--- src/hdl/srgm_pkg.sv ---
package srgm_pkg;

  localparam int ID_WIDTH = 16;
  localparam int CNT_W    = $clog2(ID_WIDTH + 1);
  localparam int CFG_IDX_W = 2;

  // register indexes on the configuration port
  localparam logic [CFG_IDX_W-1:0] REG_NUM_REPLICAS = 2'd0;
  localparam logic [CFG_IDX_W-1:0] REG_GROUP_STRIDE = 2'd1;
  localparam logic [CFG_IDX_W-1:0] REG_GROUP_SIZE   = 2'd2;

  // opcodes (high bit set means transpose)
  localparam logic [1:0] OP_LOCATE    = 2'd0;
  localparam logic [1:0] OP_PLACE     = 2'd1;
  localparam logic [1:0] OP_TRANSPOSE = 2'd2;

  typedef enum logic [2:0] {
    ST_OK        = 3'd0,
    ST_REP_RANGE = 3'd1,
    ST_GRP_RANGE = 3'd2,
    ST_IDX_RANGE = 3'd3,
    ST_NO_TRANS  = 3'd4,
    ST_BAD_CFG   = 3'd5
  } status_t;

  // values derived from the configuration registers
  typedef struct packed {
    logic                bad;
    logic [ID_WIDTH-1:0] n;
    logic [ID_WIDTH-1:0] g;
    logic [ID_WIDTH-1:0] seff;
    logic [ID_WIDTH-1:0] sg;
    logic [ID_WIDTH-1:0] ngroups;
    logic                tbad;
    logic [ID_WIDTH-1:0] ts;
    logic [ID_WIDTH-1:0] tz;
  } cfg_t;

  // per-query context travelling down the pipeline
  typedef struct packed {
    status_t             status;
    logic                is_loc;
    logic                is_place;
    logic [ID_WIDTH-1:0] idx;
    logic [ID_WIDTH-1:0] gcount;
    logic [ID_WIDTH-1:0] ts;
    logic [ID_WIDTH-1:0] tz;
    logic [ID_WIDTH-1:0] q1;
    logic [ID_WIDTH-1:0] r1;
  } ctx_t;

endpackage

--- src/hdl/srgm_div.sv ---
module srgm_div import srgm_pkg::*; (
  input  logic                clk,
  input  logic                rst,
  input  logic                in_valid,
  input  logic [ID_WIDTH-1:0] in_num,
  input  logic [ID_WIDTH-1:0] in_den,
  input  ctx_t                in_ctx,
  output logic                out_valid,
  output logic [ID_WIDTH-1:0] out_quo,
  output logic [ID_WIDTH-1:0] out_rem,
  output ctx_t                out_ctx
);

  // one restoring step per stage, quotient bits shift in behind the dividend
  logic                vld [1:ID_WIDTH];
  logic [ID_WIDTH-1:0] num [1:ID_WIDTH];
  logic [ID_WIDTH-1:0] rem [1:ID_WIDTH];
  logic [ID_WIDTH-1:0] den [1:ID_WIDTH-1];
  ctx_t                ctx [1:ID_WIDTH];

  for (genvar k = 0; k < ID_WIDTH; k++) begin : g_step
    logic                v_in;
    logic [ID_WIDTH-1:0] n_in, r_in, d_in;
    ctx_t                c_in;
    logic [ID_WIDTH:0]   trial, diff;
    logic                fit;

    if (k == 0) begin : g_first
      assign v_in = in_valid;
      assign n_in = in_num;
      assign r_in = '0;
      assign d_in = in_den;
      assign c_in = in_ctx;
    end else begin : g_next
      assign v_in = vld[k];
      assign n_in = num[k];
      assign r_in = rem[k];
      assign d_in = den[k];
      assign c_in = ctx[k];
    end

    assign trial = {r_in, n_in[ID_WIDTH-1]};
    assign diff  = trial - {1'b0, d_in};
    assign fit   = trial >= {1'b0, d_in};

    always_ff @(posedge clk) begin
      if (rst) begin
        vld[k+1] <= 1'b0;
      end else begin
        vld[k+1] <= v_in;
      end
      num[k+1] <= {n_in[ID_WIDTH-2:0], fit};
      rem[k+1] <= fit ? diff[ID_WIDTH-1:0] : trial[ID_WIDTH-1:0];
      ctx[k+1] <= c_in;
    end

    if (k < ID_WIDTH - 1) begin : g_den
      always_ff @(posedge clk) begin
        den[k+1] <= d_in;
      end
    end
  end

  assign out_valid = vld[ID_WIDTH];
  assign out_quo   = num[ID_WIDTH];
  assign out_rem   = rem[ID_WIDTH];
  assign out_ctx   = ctx[ID_WIDTH];

endmodule

--- config.mk ---
export PLATFORM = sky130hd
export DESIGN_NAME = srgm_div
export DESIGN_NICKNAME = d
export VERILOG_FILES = /design/src/hdl/srgm_pkg.sv /design/src/hdl/srgm_div.sv
export SDC_FILE = /design/constraint.sdc
export NUM_CORES = 2
export LEC_CHECK = 0
export BUFFER_PORTS_ARGS = -buffer_cell sky130_fd_sc_hd__buf_4
export CAP_MARGIN = 10
export CORE_UTILIZATION = 59
export CTS_CLUSTER_DIAMETER = 120
export DETAILED_ROUTE_END_ITERATION = 8
export HOLD_SLACK_MARGIN = 0.15
export PLACE_DENSITY = 0.77
export SLEW_MARGIN = 10
export SYNTH_ARGS = -nofsm -noshare
export SYNTH_HDL_FRONTEND = slang
export SYNTH_SLANG_ARGS = --single-unit
--- constraint.sdc ---
create_clock -name clk -period 3.6 [get_ports clk]
set_input_delay 0.18 -clock clk [delete_from_list [all_inputs] [get_ports clk]]
set_output_delay 0.18 -clock clk [all_outputs]
set_load 0.005 [all_outputs]
==> flow_metrics.env <==
export IMPL_status="finished clean"
export IMPL_synth_warnings=0
export IMPL_finalSetupTns_ns=0
export IMPL_rr_endpoint="rem[0][167]$_DFF_P_"
export IMPL_syn_area_mm2=0.06329
export IMPL_hold_viol_final=0
export IMPL_die_w_um=329.5
export IMPL_finalNetCount=5642
export IMPL_cts_root_buffer="clkbuf_16"
export IMPL_muxShareOfSynthArea=0.02983
export IMPL_critPathBufInv=1
export IMPL_first_global_vias=34300
export IMPL_wire_per_inst_um=15.97
export IMPL_synthTopCellsByCount="dfxtp_1, inv_1, ha_1"
export IMPL_crit_top_cell="o31a_1"
export IMPL_timing_final_crit_period_ns=3.137
export IMPL_grt_overflow=0
export IMPL_worst_slew_pin_slew_ns=0.7864
export IMPL_dp_hpwl_um=60730
export IMPL_viasPerCell=4.792
export IMPL_antenna_found_initial=0
export IMPL_cp_start_kind="register"
export IMPL_synth_nets=5010
export IMPL_setup_slack_ns=0.4630
export IMPL_synth_distinct_cells=81
export IMPL_drive_gt1_frac=0.1522
export IMPL_ant_nets=0
export IMPL_cts_buffers=206
export IMPL_fill_cells=6564
export IMPL_yosysSeqAreaShare=0.7541
export IMPL_io_pins=270
export IMPL_synth_top_cell_area_share=0.7541
export IMPL_powerDensity_mw_per_mm2=764.0
export IMPL_start_util=0.5979
export IMPL_ir_worst_vdd_v=0.0005535
export IMPL_cp_endpoint="rem[0][167]$_DFF_P_"
export IMPL_ys_ff_latch=2384
export IMPL_syn_avg_cell_area_um2=13.71
export IMPL_initialDrtViolationCount=1359
export IMPL_cp_slowest_stage_delay_ns=0.45
export IMPL_post_synth_top_count_cell="dfxtp_1"
export IMPL_routed_wl_um=108800
export IMPL_min_path_type="primary input to register"
export IMPL_r2r_start="den[0][145]$_DFF_P_"
export IMPL_grt_use_total=0.2003
export IMPL_grt_start_max_net_pins=34
export IMPL_async_reset_ff_frac=0
export IMPL_cp_startpoint="den[0][145]$_DFF_P_"
export IMPL_drc=0
export IMPL_p_leak_nw=33.83
export IMPL_path_cells="inv_1, ha_1, nor2b_1, o31a_1, o221a_1, o31a_1, o31ai_1, nand2b_1, a21oi_4, mux2_2"
export IMPL_crit_cells=10
export IMPL_synthTopCellsByArea="dfxtp_1, ha_1, mux2_2"
export IMPL_area_growth_pct=20.33
export IMPL_grt_pass1_wl_um=172500
export IMPL_rsz0062_at_grt="no"
export IMPL_finalCritPeriodShare=0.8714
export IMPL_cap_violations=0
export IMPL_synthCells=4617
export IMPL_post_place_ws_ns=0.4784
export IMPL_htree_levels=4
export IMPL_clock_sinks=2384
export IMPL_synth_xor_area_frac=0.02242
export IMPL_maxSlewViolCount=0
export IMPL_die_h_um=329.5
export IMPL_port_buffers=269
export IMPL_clock_latency_ns=0.80
export IMPL_worstSetupPathType="register to register"
export IMPL_synth_simple_area_share=0.04642
export IMPL_ctsResizeCount=0
export IMPL_synth_top_area_cell="dfxtp_1"
export IMPL_cts_tree="built"
export IMPL_design_core_area_mm2=0.1059
export IMPL_critPathArrivalTime_ns=3.77
export IMPL_vias=32650
export IMPL_synthAdderAreaFrac=0.05258
export IMPL_slew_headroom=0.4689
export IMPL_place_congestion=0.9060
export IMPL_fin_skew_ns=0.05884
export IMPL_cts_buffer_depth=3
export IMPL_rows=119
export IMPL_num_antenna_cells=0
export IMPL_synth_edf_count=0
export IMPL_clk_pin_slew_ns=0.06
export IMPL_dieArea_mm2=0.1086
export IMPL_cp_end_kind="register"
export IMPL_setup_viol=0
export IMPL_r2r_slack_ns=0.46
export IMPL_hold_ws_ns=0.2259
export IMPL_ys_flop_type="dfxtp_1"
export IMPL_crit_family="compound AO/OA/AOI/OAI gates"
export IMPL_firstDrtPassIters=6
export IMPL_synth_top_family_by_area="compound AO/OA/AOI/OAI gates"
export IMPL_fmax_mhz=318.8
export IMPL_slowest_stage="a21oi_4"
export IMPL_required_ns=4.23
export IMPL_rr_worst_depth=10
export IMPL_crit_path_max_fanout=16
export IMPL_synth_compound_area_frac=0.06190
[power by group]
part | switching (mW) | total, mW | internal [mW]
logic | 3.23 | 6.36 | 3.13
registers | 0.768 | 29.1 | 28.3
clock network | 9.80 | 22.7 | 12.9
total | 13.8 | 58.2 | 44.4
[cell families (layout without fill, tap and decap cells)]
| family | after synthesis | count (layout) |
|---|---|---|
| and+or+nand+nor | 602 | 602 |
| muxes | 170 | 170 |
| adders and majority gates | 257 | 257 |
| DFF | 2384 | 2384 |
| AOI/OAI and AO/OA | 605 | 605 |
| xor gates and xnor gates | 162 | 162 |
| buffers and inverters | 437 | 1242 |
[worst reg2reg max path, delay by kind of cell, from the launching register on]
| family | cells | cell delay (ns) |
|---|---|---|
| buf+inv | 1 | 0.06 |
| flops | 1 | 0.38 |
| simple gates | 2 | 0.28 |
| compound gates | 5 | 1.58 |
| fa+ha+maj | 1 | 0.29 |
| mux | 1 | 0.39 |
[layout make-up]
class	instances	area (um2)	area share
well taps	1391	1740	0.02285
flip-flops and latches	2384	47730	0.6267
repair buffers	559	4865	0.06388
inverters	302	1134	0.01488
clock inverters	94	1252	0.01645
clock buffers	287	5922	0.07776
multi-input cells	1796	13520	0.1775
[sequential cells by signal, summed over array words and instances (netlist names)]
register / flops
num: 256
rem: 256
den: 240
vld: 16
ctx: 1616
[through the flow]
stage | std cells | area, um2 | total power, mW | util
global route | 6813 | 76160 | 60.69 | 0.7194
floorplan | 4617 | 63290 | 34.05 | -
detailed placement | 6165 | 66310 | 35.63 | 0.6264
CTS | 6813 | 76160 | 58.52 | 0.7194
global placement | 6165 | 66310 | 35.39 | 0.6264
finish | 6813 | 76160 | 58.19 | 0.7194
[how the worst min path moves through the flow]
stage / endpoint / depth (start not counted) / slack, ns / startpoint
floorplan: ctx[0][101]$_DFF_P_ / 0 / 0.21 / in_ctx[0]
global placement: ctx[0][110]$_DFF_P_ / 1 / 0.28 / in_ctx[9]
detailed placement: ctx[0][114]$_DFF_P_ / 1 / 0.29 / in_ctx[13]
CTS: vld[0][3]$_SDFF_PP0_ / 3 / 0.18 / rst
global route: vld[0][2]$_SDFF_PP0_ / 3 / 0.20 / rst
finish: vld[0][3]$_SDFF_PP0_ / 3 / 0.23 / rst
[per-layer routing]
metal,part of all wire,wire (um),GRT usage,vias to the layer above
li1,-,-,-,16460
met1,0.38,41310,0.2043,15310
met2,0.55,60230,0.3947,644
met3,0.035,3770,0.03752,240
met4,0.032,3499,0.08001,0
met5,0,0,0,-
[cell usage in the layout (no fill, tap or decap), types with 140 or more instances in the layout]
master,n
dlygate4sd3_1,267
o21ai_0,140
buf_4,292
clkbuf_16,208
a21oi_1,179
ha_1,242
mux2_2,141
inv_1,302
nor2_1,172
dfxtp_1,2384
[repair_timing]
action	4_1_cts	5_1_grt
hold buffers	267	0
hold endpoints to repair	165	0
buffers inserted	0	0
setup endpoints to repair	0	0
Note: power is estimated with default switching activity, not from simulation.
