**src/hdl/srgm_pkg.sv**
```systemverilog
package srgm_pkg;

  localparam int ID_WIDTH = 16;
  localparam int CNT_W    = $clog2(ID_WIDTH + 1);
  localparam int CFG_IDX_W = 2;

  // register indexes on the configuration port
  localparam logic [CFG_IDX_W-1:0] REG_NUM_REPLICAS = 2'd0;
  localparam logic [CFG_IDX_W-1:0] REG_GROUP_STRIDE = 2'd1;
  localparam logic [CFG_IDX_W-1:0] REG_GROUP_SIZE   = 2'd2;

  // opcodes (high bit set means transpose)
  localparam logic [1:0] OP_LOCATE    = 2'd0;
  localparam logic [1:0] OP_PLACE     = 2'd1;
  localparam logic [1:0] OP_TRANSPOSE = 2'd2;

  typedef enum logic [2:0] {
    ST_OK        = 3'd0,
    ST_REP_RANGE = 3'd1,
    ST_GRP_RANGE = 3'd2,
    ST_IDX_RANGE = 3'd3,
    ST_NO_TRANS  = 3'd4,
    ST_BAD_CFG   = 3'd5
  } status_t;

  // values derived from the configuration registers
  typedef struct packed {
    logic                bad;
    logic [ID_WIDTH-1:0] n;
    logic [ID_WIDTH-1:0] g;
    logic [ID_WIDTH-1:0] seff;
    logic [ID_WIDTH-1:0] sg;
    logic [ID_WIDTH-1:0] ngroups;
    logic                tbad;
    logic [ID_WIDTH-1:0] ts;
    logic [ID_WIDTH-1:0] tz;
  } cfg_t;

  // per-query context travelling down the pipeline
  typedef struct packed {
    status_t             status;
    logic                is_loc;
    logic                is_place;
    logic [ID_WIDTH-1:0] idx;
    logic [ID_WIDTH-1:0] gcount;
    logic [ID_WIDTH-1:0] ts;
    logic [ID_WIDTH-1:0] tz;
    logic [ID_WIDTH-1:0] q1;
    logic [ID_WIDTH-1:0] r1;
  } ctx_t;

endpackage

```
**src/hdl/srgm_cfg.sv**
```systemverilog
module srgm_cfg import srgm_pkg::*; (
  input  logic                 clk,
  input  logic                 rst,
  input  logic                 cfg_we,
  input  logic [CFG_IDX_W-1:0] cfg_index,
  input  logic [ID_WIDTH-1:0]  cfg_data,
  output logic                 busy,
  output cfg_t                 info
);

  typedef enum logic [3:0] {
    CS_IDLE = 4'b0001,
    CS_MUL  = 4'b0010,
    CS_DIV  = 4'b0100,
    CS_FIN  = 4'b1000
  } cfg_state_t;

  cfg_state_t state;
  logic [ID_WIDTH-1:0]   n, s, g;
  logic [2*ID_WIDTH-1:0] prod;
  logic [ID_WIDTH-1:0]   shn, ra, rb;
  logic [CNT_W-1:0]      cnt;

  logic [ID_WIDTH:0]     trial_a, trial_b, diff_a, diff_b;
  logic                  fit_a, fit_b;
  cfg_t                  info_next;

  // one quotient bit per cycle: n / g and n % (s * g)
  assign trial_a = {ra, shn[ID_WIDTH-1]};
  assign trial_b = {rb, shn[ID_WIDTH-1]};
  assign fit_a   = trial_a >= {1'b0, g};
  assign fit_b   = {{(ID_WIDTH-1){1'b0}}, trial_b} >= prod;
  assign diff_a  = trial_a - {1'b0, g};
  assign diff_b  = trial_b - prod[ID_WIDTH:0];

  always_comb begin
    info_next      = '0;
    info_next.n    = n;
    info_next.g    = g;
    info_next.bad  = (n == '0) || (s == '0) || (g == '0) || (rb != '0);
    info_next.ngroups = shn;
    if (g == ID_WIDTH'(1)) begin
      info_next.seff = ID_WIDTH'(1);
      info_next.sg   = ID_WIDTH'(1);
    end else begin
      info_next.seff = s;
      info_next.sg   = prod[ID_WIDTH-1:0];
    end
    if (info_next.seff == ID_WIDTH'(1)) begin
      info_next.ts = g;
      info_next.tz = shn;
    end else if (prod == {{ID_WIDTH{1'b0}}, n}) begin
      info_next.ts = ID_WIDTH'(1);
      info_next.tz = s;
    end else begin
      info_next.tbad = 1'b1;
    end
    if (!info_next.tbad && info_next.tz == ID_WIDTH'(1)) begin
      info_next.ts = ID_WIDTH'(1);
    end
  end

  always_ff @(posedge clk) begin
    if (rst) begin
      state <= CS_IDLE;
      n     <= ID_WIDTH'(1);
      s     <= ID_WIDTH'(1);
      g     <= ID_WIDTH'(1);
      info  <= '{bad: 1'b0, tbad: 1'b0, default: ID_WIDTH'(1)};
    end else if (cfg_we) begin
      unique case (cfg_index)
        REG_NUM_REPLICAS: n <= cfg_data;
        REG_GROUP_STRIDE: s <= cfg_data;
        REG_GROUP_SIZE:   g <= cfg_data;
        default: ;
      endcase
      state <= CS_MUL;
    end else begin
      unique case (state)
        CS_IDLE: ;
        CS_MUL: begin
          prod  <= s * g;
          shn   <= n;
          ra    <= '0;
          rb    <= '0;
          cnt   <= '0;
          state <= CS_DIV;
        end
        CS_DIV: begin
          ra  <= fit_a ? diff_a[ID_WIDTH-1:0] : trial_a[ID_WIDTH-1:0];
          rb  <= fit_b ? diff_b[ID_WIDTH-1:0] : trial_b[ID_WIDTH-1:0];
          shn <= {shn[ID_WIDTH-2:0], fit_a};
          cnt <= cnt + CNT_W'(1);
          if (cnt == CNT_W'(ID_WIDTH - 1)) begin
            state <= CS_FIN;
          end
        end
        CS_FIN: begin
          info  <= info_next;
          state <= CS_IDLE;
        end
        default: state <= CS_IDLE;
      endcase
    end
  end

  assign busy = (state != CS_IDLE);

endmodule

```
**config.mk**
```make
export PLATFORM = sky130hd
export DESIGN_NAME = srgm_cfg
export DESIGN_NICKNAME = d
export VERILOG_FILES = /design/src/hdl/srgm_pkg.sv /design/src/hdl/srgm_cfg.sv
export SDC_FILE = /design/constraint.sdc
export NUM_CORES = 1
export LEC_CHECK = 0
export BUFFER_PORTS_ARGS = -buffer_cell sky130_fd_sc_hd__buf_2
export CORE_ASPECT_RATIO = 1.5
export CORE_UTILIZATION = 30
export DETAILED_ROUTE_END_ITERATION = 6
export PLACE_DENSITY = 0.53
export SETUP_SLACK_MARGIN = 0.15
export SYNTH_ARGS = -nofsm -noshare
export SYNTH_HDL_FRONTEND = slang
export SYNTH_SLANG_ARGS = --single-unit
```
**constraint.sdc**
```tcl
create_clock -name clk -period 7.6 [get_ports clk]
set_input_delay 0.38 -clock clk [delete_from_list [all_inputs] [get_ports clk]]
set_output_delay 0.38 -clock clk [all_outputs]
set_load 0.01 [all_outputs]
```
==> flow_summary.toml <==
[global_routing]
overflow = 0
grt_pass1_vias = 16303
grt_max_degree = 87
grt_usage_pct = 18.95
antenna_found_initial = 2
grt_pass1_wl_um = 96000

[timing]
clock_skew_ps = 24.08
period_minus_slack_ps = 6530
worst_slew_pin_slew_ps = 1206
post-route-period-util_pct = 85.92
drv_slew = 0
setup_violations = 0
finalSetupTns_ps = 0
finalHoldViolCount = 0
slew_headroom_pct = 19.26
rsz0062_at_grt = "false"
fmax_mhz = 153.1

[job]
drv_cap = 0

[clock_network]
cts_tree = "done"
cts_made_buffers = 26
ctsResizeCount = 0
holdBufCountCts = 0
clkTransAtPathRegs_ps = 70
clk_path_buf_depth = 3
root_buffer = "clkbuf_16"
cts_htree_levels = 1
post-cts-setup-buffers = 0
clk_latency_ps = 580
clock-sinks = 251

[finish]
final_area_um2 = 22160
drive_above_1_share_pct = 12.04
antennaDiodeCount = 0
final_net_count = 2596
area_delta_synth_final_pct = 12.44

[yosys]
yosysMostFrequentCell = "nand2_1"
synth_area_leaders = "fa_1 (20%), dfxtp_1 (17%), edfxtp_1 (13%)"
seq_area_frac_synth_pct = 29.81
syn_nets = 2532
yosys_warnings = 0
synth_edf_count = 85
synth_top_cells_by_count = "nand2_1 (375), inv_1 (275), fa_1 (196)"
ys.flop_type = "dfxtp_1"
async_reset_ff_share_pct = 0
synth_top_cell_by_area = "fa_1"
yosysTopAreaCellShare_pct = 19.91
synthCells = 2176
synth.avg_cell_area_um2 = 9.059
ys_ff_latch = 251
syn_area_um2 = 19710
synth.distinct_cells = 78

[worst_setup_path]
timing.rr.end = "prod[30]"
arrival_ps = 6870
cp.required_ps = 7940
reg2reg_slack_ps = 1070
r2r_start = "g[3]"
crit_path_end_kind = "flip-flop"
crit_fanout = 20
critPathKind = "reg2reg"
reg2regPathDepth = 17
worstSetupStartpointType = "flip-flop"

[placed_design]
placed_cell_area_um2 = 21240
portBuffers = 135
place.gp.congestion = 0.8798
hpwlAfterDp_um = 47920

[worst_hold_path]
hold-path-endpoint = "g[0]"
hold_start = "cfg_data[0]"
hp-class = "in2reg"
holdPathStages = 2

[route]
firstDrtPassIters = 7
detail_route.vias_per_cell = 5.005
drc = 0
wire_per_inst_um = 20.12
wl_um = 62980
drt-initial-drc-count = 898
ant_nets = 0
vias = 15666

[pwr]
p_per_area_nw_per_um2 = 139.0
power_mw = 3.081
vdd_drop_max_mv = 0.1398
p_leak_nw = 9.756

[floorplanning]
core_um2 = 64760
ios = 136
die_area_um2 = 66750
die_w_um = 211.3
die_h_um = 315.9
initial_core_util_pct = 30.44
rows = 114

[run_status]
outcome = "completed"
-- sequential cells by signal, summed over array words and instances (netlist names) --
register / cells
prod: 32
shn: 16
info: 114
ra: 16
g: 16
n: 16
s: 16
rb: 16
cnt: 5
state: 4
-- layout make-up --
class / count / area, µm²
timing repair buffer: 169 / 933.4
inverter: 276 / 1036
multi-input combinational: 1516 / 12300
clock inverter: 6 / 51.30
tap: 870 / 1089
fill: 6801 / 42590
clock buffer: 42 / 875.8
sequential: 251 / 5876
-- cells by family (layout without fill, tap and decap cells) --
group / after synthesis / after routing / synth area share (%)
adder cells (fa/ha/maj): 335 / 335 / 28.73
AND/OR/NAND/NOR: 763 / 763 / 18.04
AO/OA/AOI/OAI: 316 / 316 / 10.61
multiplexers: 34 / 34 / 1.828
buffers and inverters: 409 / 493 / 7.966
flip-flops: 251 / 251 / 29.81
XOR/XNOR: 68 / 68 / 3.021
-- through the flow --
step           setup slack, ps  hold slack [ps]  util [%]  std cells
6_report                  1070            90.11     34.23       3130
2_1_floorplan             1445            476.2         -       2176
4_1_cts                  999.4            57.05     34.23       3130
3_5_place_dp              1024            444.4     32.79       3082
5_1_grt                  795.8            89.27     34.23       3130
3_3_place_gp              1083            438.7     32.79       3082
-- critical path: stages, from the launching register on --
cell and delay [ps]:
dfxtp_1 940, nand2_1 180, fa_1 510, fa_1 530
fa_1 520, inv_1 60, fa_1 550, fa_1 440
fa_1 490, ha_1 380, a211oi_2 280, o21bai_2 140
a211oi_2 270, nor2b_2 90, o41a_4 400, a41oi_2 240
a21oi_1 110, xor2_1 150
-- layout by cell type (no fill, tap or decap), types with 9 or more instances in the layout --
| cell | instances |
|---|---|
| inv_1 | 275 |
| mux2_2 | 16 |
| nor3_1 | 29 |
| mux2i_1 | 18 |
| nand3_1 | 44 |
| a21o_1 | 20 |
| clkbuf_16 | 30 |
| fa_1 | 196 |
| edfxtp_1 | 85 |
| xor2_1 | 16 |
| dfxtp_1 | 166 |
| nand2b_1 | 11 |
| and2_1 | 111 |
| a21oi_1 | 163 |
| nor4_1 | 24 |
| xnor2_1 | 52 |
| a22o_1 | 15 |
| buf_4 | 35 |
| o21a_1 | 9 |
| a221oi_1 | 18 |
| o21ai_0 | 15 |
| nor2_1 | 101 |
| buf_2 | 134 |
| nand2_1 | 375 |
| nand4_1 | 14 |
| ha_1 | 139 |
| nand3b_1 | 10 |
-- per-layer routing --
layer	track usage [%]	wire length (µm)
met1	20.87	23330
met2	36.02	34060
met3	1.867	2564
met4	8.992	3002
met5	0	23
-- report_power, final --
part	switching (mW)	internal, mW	total, mW
clock	0.600	0.795	1.40
combinational	0.170	0.0816	0.251
sequential	0.0391	1.40	1.43
total	0.809	2.27	3.08
-- worst max path at each step --
stage                     startpoint        to  slack (ps)  cells past startpoint
after global placement          g[3]  prod[30]        1080                     19
final                           g[3]  prod[30]        1070                     17
after detailed placement        g[3]  prod[30]        1020                     17
after global routing            s[7]  prod[30]         800                     21
after CTS                       g[3]  prod[30]        1000                     17
after floorplan                 g[1]  prod[30]        1440                     21
No activity file was read; power rests on OpenSTA's default activity.
